## src/hdl/ili_pkg.sv

```systemverilog
`timescale 1ns / 1ps
// ----------------------------------------------------------------------------
// ili_pkg: shared types and codes for the indexed list
// Default sizes, command and status codes, channel payloads and the
// per-cell control group.
// ----------------------------------------------------------------------------
package ili_pkg;

  // default sizes
  localparam int ILI_DEPTH     = 64;
  localparam int ILI_WORD_BITS = 32;

  // fixed field widths
  localparam int FUNC_BITS   = 3;
  localparam int POS_BITS    = 6;
  localparam int DATA_BITS   = 32;
  localparam int COUNT_BITS  = 7;
  localparam int STATUS_BITS = 2;

  // command codes
  localparam logic [FUNC_BITS-1:0] FN_PUSH   = 3'd0;
  localparam logic [FUNC_BITS-1:0] FN_POP    = 3'd1;
  localparam logic [FUNC_BITS-1:0] FN_INSERT = 3'd2;
  localparam logic [FUNC_BITS-1:0] FN_ERASE  = 3'd3;
  localparam logic [FUNC_BITS-1:0] FN_GET    = 3'd4;
  localparam logic [FUNC_BITS-1:0] FN_SET    = 3'd5;

  // status codes
  localparam logic [STATUS_BITS-1:0] ST_OK    = 2'd0;
  localparam logic [STATUS_BITS-1:0] ST_FULL  = 2'd1;
  localparam logic [STATUS_BITS-1:0] ST_EMPTY = 2'd2;
  localparam logic [STATUS_BITS-1:0] ST_RANGE = 2'd3;

  // command item
  typedef struct packed {
    logic [FUNC_BITS-1:0] func;
    logic [POS_BITS-1:0]  position;
    logic [DATA_BITS-1:0] word_in;
  } ili_cmd_t;

  // result item
  typedef struct packed {
    logic [DATA_BITS-1:0]   word_out;
    logic [COUNT_BITS-1:0]  count;
    logic                   is_empty;
    logic [STATUS_BITS-1:0] status;
  } ili_rsp_t;

  // per-cell control for one cycle
  typedef struct packed {
    logic load;        // take the command word
    logic take_lower;  // take the word of the cell below (insert shift)
    logic take_upper;  // take the word of the cell above (erase shift)
    logic rd_hit;      // drive the read bus
  } ili_cell_ctrl_t;

endpackage

```

## src/hdl/ili_cell.sv

```systemverilog
`timescale 1ns / 1ps
// ----------------------------------------------------------------------------
// ili_cell: one list entry
// Holds one word; loads, shifts from a neighbor or holds, and drives
// the shared read bus when selected.
// ----------------------------------------------------------------------------
module ili_cell #(
  parameter int WORD_BITS = 32
) (
  input  logic                    clk,
  input  ili_pkg::ili_cell_ctrl_t ctrl,
  input  logic [WORD_BITS-1:0]    wr_word,
  input  logic [WORD_BITS-1:0]    lower_word,
  input  logic [WORD_BITS-1:0]    upper_word,
  output logic [WORD_BITS-1:0]    word,
  output logic [WORD_BITS-1:0]    rd_term
);
  import ili_pkg::*;

  logic [WORD_BITS-1:0] word_r;
  logic [WORD_BITS-1:0] word_nxt;

  // next value: load wins, then the shift sources
  always_comb begin
    priority if (ctrl.load) begin
      word_nxt = wr_word;
    end else if (ctrl.take_lower) begin
      word_nxt = lower_word;
    end else if (ctrl.take_upper) begin
      word_nxt = upper_word;
    end else begin
      word_nxt = word_r;
    end
  end

  // payload only, no reset
  always_ff @(posedge clk) begin
    word_r <= word_nxt;
  end

  assign word    = word_r;
  assign rd_term = ctrl.rd_hit ? word_r : '0;

endmodule

```

## config.mk

```make
export PLATFORM = sky130hd
export DESIGN_NAME = ili_cell
export DESIGN_NICKNAME = d
export VERILOG_FILES = /design/src/hdl/ili_pkg.sv /design/src/hdl/ili_cell.sv
export SDC_FILE = /design/constraint.sdc
export NUM_CORES = 1
export LEC_CHECK = 0
export ABC_AREA = 1
export ABC_CLOCK_PERIOD_IN_PS = 2670
export BUFFER_PORTS_ARGS = -buffer_cell sky130_fd_sc_hd__buf_2
export CORE_MARGIN = 3
export CORE_UTILIZATION = 44
export DETAILED_ROUTE_END_ITERATION = 10
export PLACE_DENSITY = 0.91
export SLEW_MARGIN = 10
export SYNTH_ARGS = -nofsm -noshare
export SYNTH_HDL_FRONTEND = slang
export SYNTH_SLANG_ARGS = --single-unit
```

## constraint.sdc

```tcl
create_clock -name clk -period 2.67 [get_ports clk]
set_input_delay 0.267 -clock clk [delete_from_list [all_inputs] [get_ports clk]]
set_output_delay 0.267 -clock clk [all_outputs]
set_load 0.05 [all_outputs]
```

==> results.txt <==
Status -> finished clean
DRC violation count after routing -> 0
Total track usage -> 21.55%
Top area cells in the synthesized netlist -> edfxtp_1 (43%), nand2_1 (27%), inv_1 (16%), nand3_1 (7.2%), buf_4 (2.4%)
Final count of hold timing violations -> 0
Reg clk slew, reported paths -> 0.06 ns
Row cnt -> 25
CP max FO -> 33
Library cells used by synthesis -> 9
Mapped Avg Cell Area -> 6.539 um2
Post-cts resize count -> 0
Input/output buffers -> 164
Inserted Diodes -> 0
Relative slew slack -> 57.95%
Critical Path Most Common Cell -> buf_4
Die Wd -> 77.19 um
Drt first pass iters -> 4
Total Wirelength -> 6417 um
Startpoint class of the critical path -> input pin
Ys flop type -> edfxtp_1
Initial DRC count -> 124
Count leader, synth -> nand2_1
Slew @ Worst Pin -> 0.6307 ns
Clock buffers created by TritonCTS -> 5
Type of destination of the critical path -> register
DR WL/cell -> 11.36 um
Pleak -> 0.002149 uW
Die height -> 77.19 um
Yosys top cell area share -> 43.10%
Post-DP HPWL -> 4927 um
Post-synthesis sequential area ratio -> 43.10%
Most instantiated cells after synthesis -> nand2_1 (161), inv_1 (96), edfxtp_1 (32), nand3_1 (32), buf_4 (7)
Post-synth EDFFs -> 32
Hold buffers post-CTS -> 0
Synth-to-layout area growth -> 39.11%
Root buf cell -> clkbuf_8
Net Count, Synth -> 442
Setup CP Type -> in2reg
Post-layout util -> 64.39%
Post-CTS setup buffer count -> 0
Final Max Slew Viols -> 0
IO Pins -> 165
Flops & latches, synth -> 32
Initial antenna violation count -> 0
Netlist Area Pre-Place -> 0.002230 mm2
Avg Vias per Cell -> 4.365
Async SR Flop Fraction -> 0%
Power density cells -> 542.1 mW/mm2
Cell taking the most area after synthesis -> edfxtp_1
Arrival time worst endpoint -> 1.38 ns
CP max-delay cell -> buf_4
First-pass GRT wire length -> 10430 um
Synthesis Warnings -> 0
Worst Path Required -> 2.60 ns
Htree depth -> 2
Grt ovf -> 0
Setup violators final -> 0
Fin crit share -> 54.44%
Vias in the first global route -> 2350
Vias -> 2466
Fin Setup TNS -> 0 ns
Hold_ws -> 0.2689 ns
Largest net degree at the start of global routing -> 35
F_max -> 688.0 MHz
Die footprint -> 0.005958 mm2
Max reg flops -> 32
RSZ-0062 raised after global routing -> no
Core area -> 0.004817 mm2
Post-layout minimum cycle time -> 1.453 ns
CTS tree -> built
Share of cells above drive strength 1 -> 34.74%
Worst vdd ir -> 0.2576 mV
Final antenna-violating net count -> 0
Worst path max stage delay -> 0.37 ns
Worst-path cell chain -> buf_2 > buf_4 > inv_4 > nand2_1 > buf_4
Sink Count -> 32
Type of the worst min-delay path -> in2reg
Syn Inst Count -> 341
Placed instance area -> 0.003022 mm2
Max Cap Viol -> 0
Starting density of the core -> 46.29%
Clk buf depth -> 2
Fin area -> 0.003102 mm2
Gpl congestion -> 0.7896
Nets -> 598
worst paths after layout:
check,cells after the start,slack (ns),endpoint,startpoint
hold / removal,3,0.27,word[26],wr_word[26]
setup / recovery,5,1.22,word[16],ctrl[3]
final cells by class:
class | instances | area, um2
clock inverter | 1 | 3.754
sequential | 32 | 960.9
timing repair buffer | 166 | 835.8
clock buffer | 7 | 76.32
inverter | 98 | 372.9
multi-input combinational | 194 | 768.2
fill | 448 | 1715
tap | 67 | 83.83
kinds of logic after synthesis:
group                  count (synthesis)  synth area share, %
DFF                                   32                43.10
buffers and inverters                115                22.45
and+or+nand+nor                      194                34.46
worst max-delay path: cells and delay by family:
kind                   cells  cell delay [ns]
AND/OR/NAND/NOR            1             0.12
buffers and inverters      4             0.97
stage by stage:
step,total power [uW],setup WS (ns),cells
final,1681,1.217,565
after global routing,1777,1.101,565
after CTS,1693,1.230,565
after detailed placement,1352,0.9566,557
after global placement,1339,0.9912,557
after floorplan,1166,1.000,341
layout by cell type, fill, tap and decap left out:
cell type,synthesis,final
buf_2,6,164
nor2_1,1,1
inv_1,96,96
clkbuf_8,0,5
inv_4,2,2
edfxtp_1,32,32
clkbuf_1,0,2
clkinv_1,0,1
nand3_1,32,32
nand2_1,161,161
buf_4,7,2
power by group:
part           switching (uW)  leakage, uW  internal [uW]
Clock                     159    0.0000399            181
Sequential               32.0     0.000336            623
Combinational             517      0.00177            170
routing by layer:
| metal | GRT usage (%) | routed length, um | share of wire (%) |
|---|---|---|---|
| met4 | 8.541 | 136 | 2.1 |
| met2 | 39.21 | 3400 | 53 |
| met1 | 24.22 | 2468 | 38 |
| met5 | 0 | 0 | 0 |
| met3 | 4.695 | 413 | 6.4 |
Note: power is estimated with default switching activity, not from simulation.
